--- src/hw/rtl/ssr_pkg.sv ---
`default_nettype none

package ssr_pkg;

   // Fixed by the 64-bit pattern / replacement registers and their 4-bit lengths
   localparam int unsigned TEXT_MAX     = 8;
   localparam int unsigned LEN_W        = 4;
   localparam int unsigned BYTES_W      = 8 * TEXT_MAX;
   localparam int unsigned RESULT_IDX_W = 3;
   localparam int unsigned COUNT_W      = 16;

   localparam int unsigned PATTERN_MAX_DEFAULT     = 8;
   localparam int unsigned REPLACEMENT_MAX_DEFAULT = 8;

   // Command queue between front and back
   localparam int unsigned QUEUE_DEPTH = 4;
   localparam int unsigned QUEUE_PTR_W = 2;

   // Configuration port
   localparam int unsigned CSR_ADDR_W = 5;
   localparam int unsigned CSR_DATA_W = 64;

   localparam logic [1:0] REG_PATTERN_BYTES      = 2'd0;
   localparam logic [1:0] REG_PATTERN_LENGTH     = 2'd1;
   localparam logic [1:0] REG_REPLACEMENT_BYTES  = 2'd2;
   localparam logic [1:0] REG_REPLACEMENT_LENGTH = 2'd3;

   // Settings as the datapath sees them (lengths already clamped)
   typedef struct packed {
      logic [BYTES_W-1:0] pattern;
      logic [LEN_W-1:0]   plen;
      logic [BYTES_W-1:0] repl;
      logic [LEN_W-1:0]   rlen;
      logic               window_clear;
   } cfg_type;

   // One queued command: a burst of up to TEXT_MAX bytes, zero bytes = end marker
   typedef struct packed {
      logic [BYTES_W-1:0] bytes;
      logic [LEN_W-1:0]   nbytes;
      logic               last;
      logic [COUNT_W-1:0] count;
      logic               no_match;
   } cmd_type;

endpackage

`default_nettype wire

--- src/hw/rtl/ssr_csr.sv ---
`default_nettype none

module ssr_csr #(
   parameter int unsigned PATTERN_MAX     = ssr_pkg::PATTERN_MAX_DEFAULT,
   parameter int unsigned REPLACEMENT_MAX = ssr_pkg::REPLACEMENT_MAX_DEFAULT
) (
   input  wire                               clock,
   input  wire                               reset,
   input  wire                               csr_psel,
   input  wire                               csr_penable,
   input  wire                               csr_pwrite,
   input  wire  [ssr_pkg::CSR_ADDR_W-1:0]    csr_paddr,
   input  wire  [ssr_pkg::CSR_DATA_W-1:0]    csr_pwdata,
   output logic [ssr_pkg::CSR_DATA_W-1:0]    csr_prdata,
   output ssr_pkg::cfg_type                  cfg
);

   logic [ssr_pkg::BYTES_W-1:0] pattern_ff, pattern_in;
   logic [ssr_pkg::LEN_W-1:0]   plen_ff, plen_in;
   logic [ssr_pkg::BYTES_W-1:0] repl_ff, repl_in;
   logic [ssr_pkg::LEN_W-1:0]   rlen_ff, rlen_in;
   logic                        wr;
   logic [1:0]                  idx;

   assign wr  = csr_psel & csr_penable & csr_pwrite;
   assign idx = csr_paddr[4:3];

   always_comb begin
      pattern_in = pattern_ff;
      plen_in    = plen_ff;
      repl_in    = repl_ff;
      rlen_in    = rlen_ff;
      if (wr) begin
         unique case (idx)
            ssr_pkg::REG_PATTERN_BYTES:      pattern_in = csr_pwdata[ssr_pkg::BYTES_W-1:0];
            ssr_pkg::REG_PATTERN_LENGTH:     plen_in    = csr_pwdata[ssr_pkg::LEN_W-1:0];
            ssr_pkg::REG_REPLACEMENT_BYTES:  repl_in    = csr_pwdata[ssr_pkg::BYTES_W-1:0];
            ssr_pkg::REG_REPLACEMENT_LENGTH: rlen_in    = csr_pwdata[ssr_pkg::LEN_W-1:0];
         endcase
      end
   end

   always_ff @(posedge clock) begin
      if (reset) begin
         pattern_ff <= '0;
         plen_ff    <= ssr_pkg::LEN_W'(1);
         repl_ff    <= '0;
         rlen_ff    <= '0;
      end else begin
         pattern_ff <= pattern_in;
         plen_ff    <= plen_in;
         repl_ff    <= repl_in;
         rlen_ff    <= rlen_in;
      end
   end

   always_comb begin
      unique case (idx)
         ssr_pkg::REG_PATTERN_BYTES:      csr_prdata = ssr_pkg::CSR_DATA_W'(pattern_ff);
         ssr_pkg::REG_PATTERN_LENGTH:     csr_prdata = ssr_pkg::CSR_DATA_W'(plen_ff);
         ssr_pkg::REG_REPLACEMENT_BYTES:  csr_prdata = ssr_pkg::CSR_DATA_W'(repl_ff);
         ssr_pkg::REG_REPLACEMENT_LENGTH: csr_prdata = ssr_pkg::CSR_DATA_W'(rlen_ff);
      endcase
   end

   // Clamp lengths: pattern to 1..PATTERN_MAX, replacement to 0..REPLACEMENT_MAX
   always_comb begin
      cfg.pattern = pattern_ff;
      cfg.repl    = repl_ff;
      if (plen_ff == '0)
         cfg.plen = ssr_pkg::LEN_W'(1);
      else if (plen_ff > ssr_pkg::LEN_W'(PATTERN_MAX))
         cfg.plen = ssr_pkg::LEN_W'(PATTERN_MAX);
      else
         cfg.plen = plen_ff;
      if (rlen_ff > ssr_pkg::LEN_W'(REPLACEMENT_MAX))
         cfg.rlen = ssr_pkg::LEN_W'(REPLACEMENT_MAX);
      else
         cfg.rlen = rlen_ff;
      // new pattern length drops whatever the window held
      cfg.window_clear = wr && (idx == ssr_pkg::REG_PATTERN_LENGTH);
   end

endmodule

`default_nettype wire

--- src/hw/rtl/ssr_front.sv ---
`default_nettype none

module ssr_front #(
   parameter int unsigned PATTERN_MAX = ssr_pkg::PATTERN_MAX_DEFAULT
) (
   input  wire                    clock,
   input  wire                    reset,
   input  ssr_pkg::cfg_type       cfg,
   input  wire                    in_valid,
   output logic                   in_ready,
   input  wire  [7:0]             in_byte,
   input  wire                    in_last,
   input  wire                    queue_full,
   output logic                   push,
   output ssr_pkg::cmd_type       cmd
);

   localparam int unsigned FILL_W = $clog2(PATTERN_MAX + 1);

   logic [7:0]                  win_ff [PATTERN_MAX];
   logic [7:0]                  win_in [PATTERN_MAX];
   logic [7:0]                  tmp    [PATTERN_MAX];
   logic [FILL_W-1:0]           fill_ff, fill_in;
   logic [ssr_pkg::COUNT_W-1:0] count_ff, count_in, count_next;
   logic [FILL_W-1:0]           plen_f, fill_cur, nfill;
   logic [ssr_pkg::BYTES_W-1:0] win_bytes;
   logic                        accept, full_win, hit, miss;

   assign in_ready = !queue_full;
   assign accept   = in_valid && in_ready;
   assign plen_f   = cfg.plen[FILL_W-1:0];
   assign fill_cur = (fill_ff >= plen_f) ? '0 : fill_ff;
   assign nfill    = fill_cur + FILL_W'(1);
   assign full_win = (nfill == plen_f);

   always_comb begin
      win_bytes = '0;
      hit       = 1'b1;
      for (int k = 0; k < int'(PATTERN_MAX); k++) begin
         tmp[k] = (k == int'(fill_cur)) ? in_byte : win_ff[k];
         win_bytes[8*k +: 8] = tmp[k];
         if (k < int'(cfg.plen) && tmp[k] != cfg.pattern[8*k +: 8])
            hit = 1'b0;
      end
      hit  = hit && full_win;
      miss = full_win && !hit;
   end

   assign count_next = (hit && count_ff != '1) ? count_ff + 1'b1 : count_ff;

   always_comb begin
      // window after this byte: oldest drops out on a mismatch
      for (int k = 0; k < int'(PATTERN_MAX) - 1; k++)
         win_in[k] = miss ? tmp[k+1] : tmp[k];
      win_in[PATTERN_MAX-1] = tmp[PATTERN_MAX-1];

      if (hit)       fill_in = '0;
      else if (miss) fill_in = plen_f - FILL_W'(1);
      else           fill_in = nfill;
      count_in = count_next;

      cmd.last     = in_last;
      cmd.count    = in_last ? count_next : '0;
      cmd.no_match = in_last && (count_next == '0);
      if (hit) begin
         cmd.bytes  = cfg.repl;
         cmd.nbytes = cfg.rlen;
      end else if (miss) begin
         // the oldest byte; at end of text the rest of the window follows it
         cmd.bytes  = win_bytes;
         cmd.nbytes = in_last ? cfg.plen : ssr_pkg::LEN_W'(1);
      end else begin
         cmd.bytes  = win_bytes;
         cmd.nbytes = in_last ? ssr_pkg::LEN_W'(nfill) : '0;
      end
      if (in_last) begin
         fill_in  = '0;
         count_in = '0;
      end
      push = accept && (in_last || cmd.nbytes != '0);
   end

   always_ff @(posedge clock) begin
      if (reset) begin
         fill_ff  <= '0;
         count_ff <= '0;
      end else begin
         if (cfg.window_clear)
            fill_ff <= '0;
         else if (accept)
            fill_ff <= fill_in;
         if (accept)
            count_ff <= count_in;
      end
   end

   always_ff @(posedge clock) begin
      if (accept)
         win_ff <= win_in;
   end

endmodule

`default_nettype wire

--- src/hw/rtl/ssr_queue.sv ---
`default_nettype none

module ssr_queue (
   input  wire                    clock,
   input  wire                    reset,
   input  wire                    push,
   input  ssr_pkg::cmd_type       push_cmd,
   output logic                   full,
   input  wire                    pop,
   output ssr_pkg::cmd_type       head,
   output logic                   empty
);

   localparam int unsigned PW = ssr_pkg::QUEUE_PTR_W;

   ssr_pkg::cmd_type mem_ff [ssr_pkg::QUEUE_DEPTH];
   logic [PW:0]      wr_ptr_ff, rd_ptr_ff;

   assign empty = (wr_ptr_ff == rd_ptr_ff);
   assign full  = (wr_ptr_ff[PW] != rd_ptr_ff[PW]) &&
                  (wr_ptr_ff[PW-1:0] == rd_ptr_ff[PW-1:0]);
   assign head  = mem_ff[rd_ptr_ff[PW-1:0]];

   always_ff @(posedge clock) begin
      if (reset) begin
         wr_ptr_ff <= '0;
         rd_ptr_ff <= '0;
      end else begin
         if (push && !full)
            wr_ptr_ff <= wr_ptr_ff + 1'b1;
         if (pop && !empty)
            rd_ptr_ff <= rd_ptr_ff + 1'b1;
      end
   end

   always_ff @(posedge clock) begin
      if (push && !full)
         mem_ff[wr_ptr_ff[PW-1:0]] <= push_cmd;
   end

endmodule

`default_nettype wire

--- src/hw/rtl/ssr_back.sv ---
`default_nettype none

module ssr_back (
   input  wire                          clock,
   input  wire                          reset,
   input  ssr_pkg::cmd_type             head,
   input  wire                          empty,
   output logic                         pop,
   output logic                         out_valid,
   input  wire                          out_ready,
   output logic [7:0]                   out_byte,
   output logic                         byte_valid,
   output logic                         out_last,
   output logic [ssr_pkg::COUNT_W-1:0]  match_count,
   output logic                         no_match
);

   ssr_pkg::cmd_type                cur_ff;
   logic                            busy_ff;
   logic [ssr_pkg::RESULT_IDX_W-1:0] idx_ff;
   logic [ssr_pkg::LEN_W-1:0]       last_idx;
   logic                            final_res, take;

   // a command of zero bytes still yields one result: the end marker
   assign last_idx  = (cur_ff.nbytes == '0) ? '0 : cur_ff.nbytes - 1'b1;
   assign final_res = (ssr_pkg::LEN_W'(idx_ff) == last_idx);
   assign take      = busy_ff && out_ready;
   assign pop       = !empty && (!busy_ff || (take && final_res));

   assign out_valid   = busy_ff;
   assign byte_valid  = (cur_ff.nbytes != '0);
   assign out_byte    = byte_valid ? cur_ff.bytes[8*idx_ff +: 8] : 8'd0;
   assign out_last    = cur_ff.last && final_res;
   assign match_count = out_last ? cur_ff.count : '0;
   assign no_match    = out_last && cur_ff.no_match;

   always_ff @(posedge clock) begin
      if (reset) begin
         busy_ff <= 1'b0;
         idx_ff  <= '0;
      end else if (pop) begin
         busy_ff <= 1'b1;
         idx_ff  <= '0;
      end else if (take) begin
         if (final_res)
            busy_ff <= 1'b0;
         else
            idx_ff <= idx_ff + 1'b1;
      end
   end

   always_ff @(posedge clock) begin
      if (pop)
         cur_ff <= head;
   end

endmodule

`default_nettype wire

--- src/hw/rtl/string_search_replace.sv ---
// Path: an accepted text byte is written into the command queue, then into the back's command register.
// Throughput: one text byte per cycle while the command queue is not full;
//   results leave at one per cycle while rsp_tready is high, so a replacement
//   or the end-of-text flush holds results while the queue (4 deep) takes input.
// Reset: synchronous, active high; clears window fill, match count, queue and
//   output state, and sets the registers to their reset values.
`default_nettype none

module string_search_replace #(
   parameter int unsigned PATTERN_MAX     = ssr_pkg::PATTERN_MAX_DEFAULT,
   parameter int unsigned REPLACEMENT_MAX = ssr_pkg::REPLACEMENT_MAX_DEFAULT
) (
   input  wire                             clock,
   input  wire                             reset,

   // Text in. tdata: [7:0] text_byte. tlast: text_last.
   input  wire                             req_tvalid,
   output logic                            req_tready,
   input  wire  [7:0]                      req_tdata,
   input  wire                             req_tlast,

   // Edited text out.
   // tdata: [7:0] out_byte, [23:8] match_count, [24] no_match, [31:25] zero.
   // tuser: [0] byte_valid. tlast: out_last.
   output logic                            rsp_tvalid,
   input  wire                             rsp_tready,
   output logic [31:0]                     rsp_tdata,
   output logic                            rsp_tuser,
   output logic                            rsp_tlast,

   // Register port: 0x00 pattern, 0x08 pattern length,
   // 0x10 replacement, 0x18 replacement length
   input  wire                             csr_psel,
   input  wire                             csr_penable,
   input  wire                             csr_pwrite,
   input  wire  [ssr_pkg::CSR_ADDR_W-1:0]  csr_paddr,
   input  wire  [ssr_pkg::CSR_DATA_W-1:0]  csr_pwdata,
   output logic [ssr_pkg::CSR_DATA_W-1:0]  csr_prdata,
   output logic                            csr_pready
);

   ssr_pkg::cfg_type            cfg;
   ssr_pkg::cmd_type            push_cmd, head;
   logic                        push, pop, full, empty;
   logic [7:0]                  out_byte;
   logic                        byte_valid, out_last, no_match;
   logic [ssr_pkg::COUNT_W-1:0] match_count;

   assign csr_pready = 1'b1;

   ssr_csr #(
      .PATTERN_MAX     (PATTERN_MAX),
      .REPLACEMENT_MAX (REPLACEMENT_MAX)
   ) u_csr (
      .clock       (clock),
      .reset       (reset),
      .csr_psel    (csr_psel),
      .csr_penable (csr_penable),
      .csr_pwrite  (csr_pwrite),
      .csr_paddr   (csr_paddr),
      .csr_pwdata  (csr_pwdata),
      .csr_prdata  (csr_prdata),
      .cfg         (cfg)
   );

   // Front: window compare, one byte per transfer, emits burst commands
   ssr_front #(
      .PATTERN_MAX (PATTERN_MAX)
   ) u_front (
      .clock      (clock),
      .reset      (reset),
      .cfg        (cfg),
      .in_valid   (req_tvalid),
      .in_ready   (req_tready),
      .in_byte    (req_tdata),
      .in_last    (req_tlast),
      .queue_full (full),
      .push       (push),
      .cmd        (push_cmd)
   );

   ssr_queue u_queue (
      .clock    (clock),
      .reset    (reset),
      .push     (push),
      .push_cmd (push_cmd),
      .full     (full),
      .pop      (pop),
      .head     (head),
      .empty    (empty)
   );

   // Back: expands each command into result transfers
   ssr_back u_back (
      .clock       (clock),
      .reset       (reset),
      .head        (head),
      .empty       (empty),
      .pop         (pop),
      .out_valid   (rsp_tvalid),
      .out_ready   (rsp_tready),
      .out_byte    (out_byte),
      .byte_valid  (byte_valid),
      .out_last    (out_last),
      .match_count (match_count),
      .no_match    (no_match)
   );

   assign rsp_tdata = {7'd0, no_match, match_count, out_byte};
   assign rsp_tuser = byte_valid;
   assign rsp_tlast = out_last;

endmodule

`default_nettype wire

--- config.mk ---
export PLATFORM = sky130hd
export DESIGN_NAME = string_search_replace
export DESIGN_NICKNAME = d
export VERILOG_FILES = /design/src/hw/rtl/ssr_pkg.sv /design/src/hw/rtl/ssr_csr.sv /design/src/hw/rtl/ssr_front.sv /design/src/hw/rtl/ssr_queue.sv /design/src/hw/rtl/ssr_back.sv /design/src/hw/rtl/string_search_replace.sv
export SDC_FILE = /design/constraint.sdc
export NUM_CORES = 1
export LEC_CHECK = 0
export ABC_AREA = 1
export BUFFER_PORTS_ARGS = -buffer_cell sky130_fd_sc_hd__buf_2
export CAP_MARGIN = 20
export CORE_MARGIN = 1.5
export CORE_UTILIZATION = 61
export CTS_CLUSTER_DIAMETER = 150
export DETAILED_ROUTE_END_ITERATION = 10
export PLACE_DENSITY = 0.8
export SLEW_MARGIN = 20
export SYNTH_ARGS = -nofsm -noshare
export SYNTH_HDL_FRONTEND = slang
export SYNTH_SLANG_ARGS = --single-unit
--- constraint.sdc ---
create_clock -name clock -period 9.59 [get_ports clock]
set_clock_uncertainty 0.15 [all_clocks]
set_input_delay 2.3975 -clock clock [delete_from_list [all_inputs] [get_ports clock]]
set_output_delay 2.3975 -clock clock [all_outputs]
set_load 0.1 [all_outputs]
# --- Yosys cells after proc, flatten, opt, wreduce, memory -nomap -nowiden ---
# Memory sizes are Yosys's and may differ from the RTL's. A register that Yosys moved wholly into a read port is not among the register bits.
# Index checks and enable logic that the tools add are counted.
classes:
  add_sub_neg: 7
  mul: 0
  n_div: 0
  magnitude_cmp: 11
  eq_ne: 24
  shifts: 1
  muxes: 46
  bitwise_logic: 3
  n_reduce_logical: 46
op_table:
  columns: ["cell", "n"]
  rows:
  - ["64-bit one-hot mux with 4 select lines", 1]
  - ["8-bit 2-to-1 mux", 16]
  - ["68-bit 2-to-1 mux", 1]
  - ["16-bit 2-to-1 mux", 4]
  - ["8-bit inequality test", 8]
  - ["64-bit by 7-bit variable part select with 8-bit output", 1]
  - ["4-bit 2-to-1 mux", 11]
  - ["1-bit logical AND", 23]
  - ["16-bit by 1-bit adder with 16-bit output, second input constant", 1]
  - ["4-bit == test, first input constant", 4]
  - ["16-bit zero test", 1]
  - ["3-bit by 4-bit less-than comparator with 1-bit output, first input constant", 4]
  - ["16-bit inequality test, second input constant", 1]
  - ["1-bit 2-to-1 mux", 13]
  - ["4-bit zero test", 3]
  - ["2-bit AND reduction", 6]
  - ["3-bit by 1-bit adder with 3-bit output, second input constant", 3]
  - ["3-bit by 4-bit == test with 1-bit output, first input constant", 2]
  - ["4-bit > comparator, second input constant", 2]
  - ["1-bit by 4-bit less-than comparator with 1-bit output, first input constant", 2]
  - ["2-bit by 4-bit less-than comparator with 1-bit output, first input constant", 2]
  - ["4-bit nonzero test", 2]
  - ["4-bit by 1-bit subtractor with 4-bit output, second input constant", 2]
  - ["4-bit by 1-bit adder with 4-bit output, second input constant", 1]
  - ["16 further kinds", 24]
totals:
  reg_bits: 230
  latch_bits: 0
  ramBits: 344
  romBits: 0
  input_bits: 85
  word_cells: 157
  n_memories: 1
memory_table:
  columns: ["name", "depth", "word_bits", "rd", "rd_clocked_by_memory_dff", "wr", "line", "text"]
  rows:
  - ["u_queue.mem_ff", 4, 86, 1, 1, 1, "ssr_queue.sv:16", "ssr_pkg::cmd_type mem_ff [ssr_pkg::QUEUE_DEPTH];"]

# --- Depth between registers and ports, before layout ---
# Gate-level depths: netlist (run 1).
logic_depth:
  ltp_word: 28
  depth_mapped: 35
  ltp_nobuf: 34

# --- Hierarchy ---
# From an unflattened synthesis (run 1), not the netlist that was laid out.
unflattened:
  cells_unflattened: 3515
  hier_area_um2: 31500.2
modules_own_cells:
  columns: ["module", "n_inst", "cells_per_inst", "area_per_inst_um2", "seq_area_each_um2"]
  rows:
  - ["ssr_queue", 1, 907, 13203.9, 10490.1]
  - ["ssr_front", 1, 1373, 8085.3, 2322.2]
  - ["ssr_csr", 1, 924, 6371.1, 2722.6]
  - ["ssr_back", 1, 300, 3764.9, 2662.6]
  - ["string_search_replace", 1, 11, 75.1, 0.0]

# --- Worst setup path after synthesis (run 1) ---
# No wires, ideal clock.
synth_timing:
  path_type: "input -> register"
  from: "input req_tdata[5]"
  to: "memory u_queue.mem_ff[0][0] in the netlist's numbering, enable pin"
  setup_ns: 0.532
  arrival_ns: 7.861
  required_ns: 8.908
  slack_ns: 1.047
  path_stages: 18
  cell_sequence: "clkbuf_1 nand3_1 nand3_1 nand2_1 inv_1 nand2_1 nor2_1 nand2_1 nor2_2 nand2_2 o21bai_4 nand3_2 inv_2 nand3_1 nand2_1 nand3b_2 nand2_4 nor2_1"
synth_rtl:
  columns: ["item", "line", "text"]
  rows:
  - ["from (decl)", "string_search_replace.sv:19", "input wire [7:0] req_tdata,"]
  - ["to (decl)", "ssr_queue.sv:16", null]

==> results by group, run 1 <==
Global routing
  • First-pass GRT wire length: 124000 um
  • Tot GR Track Use: 0.328
  • Largest net degree at the start of global routing: roughly 120
  • Initial antenna violation count: 2
  • Grt ovf: 0
  • Vias in the first global route: ~22000

Cells and area
  • # diodes: 0
  • Most frequent cells in the layout: 502 x nand2_1, 494 x edfxtp_1, 467 x o21ai_0, 360 x nor2_1, 264 x inv_1
  • Commonest non-fill, non-tap cell in the layout: nand2_1
  • Final core occ: 0.685
  • Area Overhead vs Synth: 11.0%
  • Net count, final: between 3000 and 4000
  • Final Instance Count excl. Fillers: between 3000 and 4000
  • Fraction of layout cells with a size suffix above 1: 0.112

Place
  • Cell count after placement: between 3000 and 4000
  • I/O Buffers: 174
  • Routability cong.: roughly 0.93
  • DP Wirelength: approximately 52000 um

Clock network
  • Root Driver: clkbuf_16
  • Sink Count: 660
  • CTS Buf Count: 66
  • Post-CTS Setup Bufs: 0
  • # resized after CTS: 0
  • Reg clk slew, reported paths: 0.06 ns
  • CTS tree: built
  • Hold_buf cts: 0
  • Clock buffer depth: 3
  • Worst-skew pair later-pin latency: between 0.6 and 0.7 ns
  • H-tree depth: 3

Floorplanning
  • Core area: between 0.04 and 0.05 sq mm
  • Die Ht: roughly 220 um
  • Die X: approximately 220 um
  • I/O pin count: between 150 and 200
  • Starting Density: 0.617
  • DIE AREA: between 0.04 and 0.05 sq mm
  • FP Rows: 80

Critical path
  • Biggest cell delay along the critical path: about 0.77 ns
  • CP Capture Type: flip-flop
  • WP data required: ~9.7 ns
  • Crit path DAT: approximately 8.1 ns
  • Slowest-stage cell, CP: nor2_4
  • Worst setup SP type: flip-flop
  • Critical path's most frequent cell: nand2_1
  • Crit path max fanout: 60
  • Kind of critical path: reg -> reg

Drt
  • Pre-antenna DRT Iters: 6
  • Via Count: between 20000 and 25000
  • Final ANT Viol Nets: 0
  • Final wirelength: 81800 um
  • WL per Instance: approximately 21 um
  • Vias per std cell: 6.14
  • Starting DRT DRC Count: roughly 3000
  • Remaining routing DRC violations: 0

Logic synthesis
  • FFs w/ async S/R, synth: 0
  • Synthesized flop and latch total: 660
  • Number of flops mapped to enable cells by yosys: a little under 500
  • Mapped cell area: between 0.02 and 0.03 sq mm
  • Synth Instances: a little over 3000
  • Avg Inst Size Synth: 9.58 sq um
  • Yosys Warn Count: 0
  • Seq/Total Area, Yosys: 0.618
  • Synth unique cells: 47
  • Synth Flop Type: edfxtp_1

Timing
  • Setup TNS: 0 ns
  • RSZ-0062 raised after global routing: false
  • Worst Hold Slack: 0.324 ns
  • Worst rel slew slack: 0.201
  • FMAX: between 0.1 and 0.15 GHz
  • Slew Viols, Final: 0
  • Setup violators final: 0
  • Min Tclk post-route: 7.96 ns
  • Final cycle utilization of the critical path: 0.830
  • Fin. Hold Viols: 0
  • Least-Margin Pin Slew: between 1 and 1.5 ns

Pwr
  • Final Power: approximately 8.6 mW
  • PwrDens: 264 mW/mm^2
  • Maximum VDD drop: roughly 190 uV
  • Leak: roughly 12 nW

Outcome
  • Outcome: finished clean

Hold path
  • Hold WC Path Type: reg -> reg

Run
  • Max-cap violations: 0
worst max-delay path: cells and delay by family (launching register included):
family                   cells  cell delay, ns
AND/OR/NAND/NOR             19            3.72
adder cells (fa/ha/maj)      2            0.98
AO/OA/AOI/OAI                3            1.75
buffers and inverters        3            0.65
flip-flops                   1            0.29
metal layers:
layer  GRT usage  up-vias  part of all wire
li1            -    10768                 -
met1       0.452    11155              0.39
met5           0        -                 0
met4       0.152        0             0.042
met3      0.0477      205              0.11
met2       0.519     1334              0.46
cell usage after synthesis, types with 2 or more instances:
cell type | n | area [sq um]
a21oi_1 | 159 | 796
a31oi_1 | 36 | 225
buf_1 | 7 | 26.3
buf_2 | 15 | 75.1
buf_4 | 12 | 90.1
buf_6 | 7 | 78.8
clkbuf_1 | 148 | 556
clkinv_1 | 3 | 11.3
conb_1 | 2 | 7.51
dfxtp_1 | 166 | 3320
edfxtp_1 | 494 | 14800
ha_1 | 19 | 238
inv_1 | 272 | 1020
inv_2 | 6 | 22.5
nand2_1 | 503 | 1890
nand2_2 | 6 | 37.5
nand2_4 | 5 | 56.3
nand3_1 | 120 | 601
nand3_2 | 10 | 100
nand4_1 | 10 | 62.6
nand4_4 | 2 | 42.5
nor2_1 | 364 | 1370
nor2_2 | 2 | 12.5
nor2_4 | 2 | 22.5
nor3_1 | 10 | 50.1
o2111ai_1 | 3 | 26.3
o211ai_1 | 6 | 45.0
o21ai_0 | 467 | 2340
o21ai_1 | 15 | 75.1
o21ai_2 | 9 | 78.8
o21bai_1 | 2 | 15.0
o22ai_1 | 151 | 945
xnor2_1 | 2 | 17.5
xor2_1 | 21 | 184
where the power goes:
group / total (mW) / switching, mW / internal (mW)
registers: 3.91 / 0.161 / 3.75
clock network: 2.54 / 1.07 / 1.47
logic: 2.18 / 1.70 / 0.479
total: 8.63 / 2.93 / 5.70
logic make-up (layout without fill, tap and decap cells):
family                     Yosys count  after routing  share of synthesized area
AOI/OAI and AO/OA                  855            855                      0.157
other                                2              8                   0.000256
adders and majority gates           19             19                    0.00809
DFF                                660            660                      0.618
buffers and inverters              470            601                     0.0640
xor gates and xnor gates            23             23                    0.00685
and+or+nand+nor                   1040           1040                      0.146
area by class of cell:
type / count / area, sq um
Timing Repair Buffer: 201 / 1100
Multi-Input combinational cell: 1945 / 9420
Tap cell: 615 / 769
Fill cell: 3525 / 15000
Sequential cell: 660 / 18200
Clock buffer: 96 / 1910
Inverter: 281 / 1060
Clock inverter: 23 / 208
per-stage QoR:
stage	setup slack, ns	cell area [sq um]
6_report	1.63	32600
3_3_place_gp	1.95	30500
4_1_cts	1.76	32600
5_1_grt	1.11	32600
2_1_floorplan	1.05	29400
3_5_place_dp	1.83	30500
state kept, by name, summed over array words and instances (netlist names), 4 cells and up:
| signal | flops |
|---|---|
| u_back.cur_ff | 86 |
| u_csr.pattern_ff | 64 |
| u_csr.plen_ff | 4 |
| u_csr.repl_ff | 64 |
| u_csr.rlen_ff | 4 |
| u_front.count_ff | 16 |
| u_front.fill_ff | 4 |
| u_front.win_ff | 64 |
| u_queue.mem_ff | 344 |
path summary, 6_finish.rpt:
check               startpoint               endpoint  slack [ns]  cells past startpoint
min reg2reg  u_csr.repl_ff[41]      u_csr.repl_ff[41]        0.32                      2
max reg2reg   u_csr.plen_ff[1]  u_queue.mem_ff[1][53]        1.63                     27
min          u_csr.repl_ff[41]      u_csr.repl_ff[41]        0.32                      2
max           u_csr.plen_ff[1]  u_queue.mem_ff[1][53]        1.63                     27
Power figures use the tool's default switching activity.
==> run 2: changes to the inputs <==
CORE_UTILIZATION = 55   (was 61)
PLACE_DENSITY = 0.76   (was 0.8)
clock period = 7.3 ns   (was 9.59 ns; I/O delays follow)
==> run 2 against run 1 <==
  * Setup slack worse by 0.91 ns
  * Register-to-register slack worse by 0.91 ns
  * Maximum frequency is 21% higher
  * Cell area is 0.74% higher
  * Clock power is 35% higher
  * Global-route usage is 3.4 points lower
  * Cell count is 2.2% higher
  * Sequential power is 32% higher
  * Worst hold slack better by 0.0050 ns
==> results by group, run 2 (synthesis results as in run 1) <==
Pwr
  • PwrDens: 347 mW/mm^2 (+31%)
  • Leak: 12.5 nW (+0.51%)
  • Maximum VDD drop: 208 uV (+8.6%)

Floorplanning
  • Die X: 234 um (+5.2%)
  • Core area: 0.0527 sq mm (+11%)
  • DIE AREA: 0.0548 sq mm (+11%)
  • Starting Density: 0.558 (-0.0587)
  • Die Ht: 234 um (+5.2%)
  • FP Rows: 84 (+5.0%)
  • I/O pin count: 186 (unchanged)

Clock network
  • Worst-skew pair later-pin latency: 0.60 ns (about the same)
  • Clock buffer depth: 3 (unchanged)
  • H-tree depth: 3 (unchanged)
  • Sink Count: 660 (unchanged)
  • CTS tree: built
  • Post-CTS Setup Bufs: 0 (unchanged)
  • CTS Buf Count: 67 (+1.5%)
  • Root Driver: clkbuf_16
  • # resized after CTS: 0 (unchanged)
  • Hold_buf cts: 0 (unchanged)
  • Reg clk slew, reported paths: 0.06 ns (about the same)

Hold path
  • Hold WC Path Type: reg -> reg

Critical path
  • Kind of critical path: reg -> reg
  • Worst setup SP type: flip-flop
  • Worst path bufs/invs: 4 (+1)
  • Critical path's most frequent cell: nand2_1
  • Slowest-stage cell, CP: ha_1
  • CP Capture Type: flip-flop
  • CP delay by family, top: simple AND/OR/NAND/NOR gates
  • Crit path DAT: 6.72 ns (-1.35 ns)
  • WP data required: 7.44 ns (-2.26 ns)
  • Biggest cell delay along the critical path: 0.54 ns (-0.23 ns)
  • Crit path max fanout: 37 (-38%)

Drt
  • Starting DRT DRC Count: 2714 (-10%)
  • Remaining routing DRC violations: 0 (unchanged)
  • Final wirelength: 81700 um (-0.11%)
  • Pre-antenna DRT Iters: 7 (+1)
  • WL per Instance: 20.9 um (-2.3%)
  • Final ANT Viol Nets: 0 (unchanged)
  • Via Count: 23200 (-1.1%)
  • Vias per std cell: 5.94 (-3.2%)

Timing
  • Fin. Hold Viols: 0 (unchanged)
  • Slew Viols, Final: 0 (unchanged)
  • FMAX: 0.152 GHz (+21%)
  • Min Tclk post-route: 6.58 ns (-1.38 ns)
  • Setup violators final: 0 (unchanged)
  • RSZ-0062 raised after global routing: false
  • Final worst slack: 0.719 ns (-0.907 ns)
  • Least-Margin Pin Slew: 1.18 ns (-0.00419 ns)
  • Worst rel slew slack: 0.212 (+0.0112)
  • Final cycle utilization of the critical path: 0.902 (+0.0711)

Global routing
  • Largest net degree at the start of global routing: 138 (+11%)
  • First-pass GRT wire length: 122000 um (-1.7%)
  • Grt ovf: 0 (unchanged)
  • Vias in the first global route: 21310 (-2.6%)
  • Initial antenna violation count: 0 (-2)
  • Tot GR Track Use: 0.294 (-0.0337)

Run
  • Max-cap violations: 0 (unchanged)

Cells and area
  • Commonest non-fill, non-tap cell in the layout: nand2_1
  • Post-Layout Inst Area: 0.0329 sq mm (+0.74%)
  • Most frequent cells in the layout: 502 x nand2_1, 494 x edfxtp_1, 467 x o21ai_0, 360 x nor2_1, 264 x inv_1
  • Area Overhead vs Synth: 11.8%
  • Max reg flops: 344 (unchanged)
  • # diodes: 0 (unchanged)
  • Net count, final: 3268 (+0.28%)
  • Fraction of layout cells with a size suffix above 1: 0.114 (+0.00210)
  • Fill count: 4177 (+18%)

Place
  • I/O Buffers: 174 (unchanged)
  • DP Wirelength: 52600 um (+0.77%)
  • Routability cong.: 0.931 (about the same)
  • Worst slack at placement: 0.793 ns (-1.03 ns)
  • Cell Area, Placed: 0.0307 sq mm (+0.62%)

Outcome
  • Outcome: finished clean
==> run 2: cell count changes in the layout (fill, tap and decap cells not counted), sizes merged <==
cell / delta
buf: +7
clkbuf: -5
clkinv: +3
inv: +3
bufinv: +2
clkinvlp: +1
==> run 2: through the flow <==
stage	power, mW	TNS, ns	hold WS [ns]	cells	utilization
floorplan	7.16	-328.67	0.295	3075	-
global placement	7.89	0	0.305	3782	0.583
detailed placement	8.00	0	0.320	3782	0.583
CTS	11.4	0	0.329	3904	0.624
global route	11.8	0	0.354	3905	0.624
finish	11.4	0	0.329	3905	0.624
==> run 2: final cells by class <==
cell class                 instances  area [sq um]  share of cell area
tap                              688           861              0.0262
multi-input combinational       1945          9420               0.286
inverter                         281          1060              0.0323
clock buffer                      90          1850              0.0561
timing repair buffer             209          1200              0.0366
sequential                       660         18200               0.553
clock inverter                    32           322             0.00978
==> run 2: worst reg2reg max path: cells and delay by family, from the launching register on <==
kind | cells | cell delay, ns
adders and majority gates | 2 | 0.87
and+or+nand+nor | 22 | 3.40
DFF | 1 | 0.36
buffers and inverters | 4 | 0.79
AOI/OAI and AO/OA | 2 | 0.63
==> run 2: path summary, 6_finish.rpt <==
check	start	slack, ns	endpoint	depth (start not counted)
hold reg to reg	u_csr.repl_ff[23]	0.33	u_csr.repl_ff[23]	2
hold / removal	u_csr.repl_ff[23]	0.33	u_csr.repl_ff[23]	2
setup reg to reg	u_csr.plen_ff[2]	0.72	u_queue.mem_ff[3][53]	30
setup / recovery	u_csr.plen_ff[2]	0.72	u_queue.mem_ff[3][53]	30
==> run 2: per-layer routing <==
metal	part of all wire	global-route usage	vias up
li1	-	-	10796
met1	0.40	0.410	11068
met2	0.46	0.463	1164
met3	0.098	0.0423	172
met4	0.040	0.126	0
met5	0	0	-
==> run 2: power breakdown <==
part / switching, mW / internal [mW] / total [mW]
registers: 0.238 / 4.92 / 5.16
clock network: 1.45 / 1.97 / 3.42
logic: 2.18 / 0.638 / 2.82
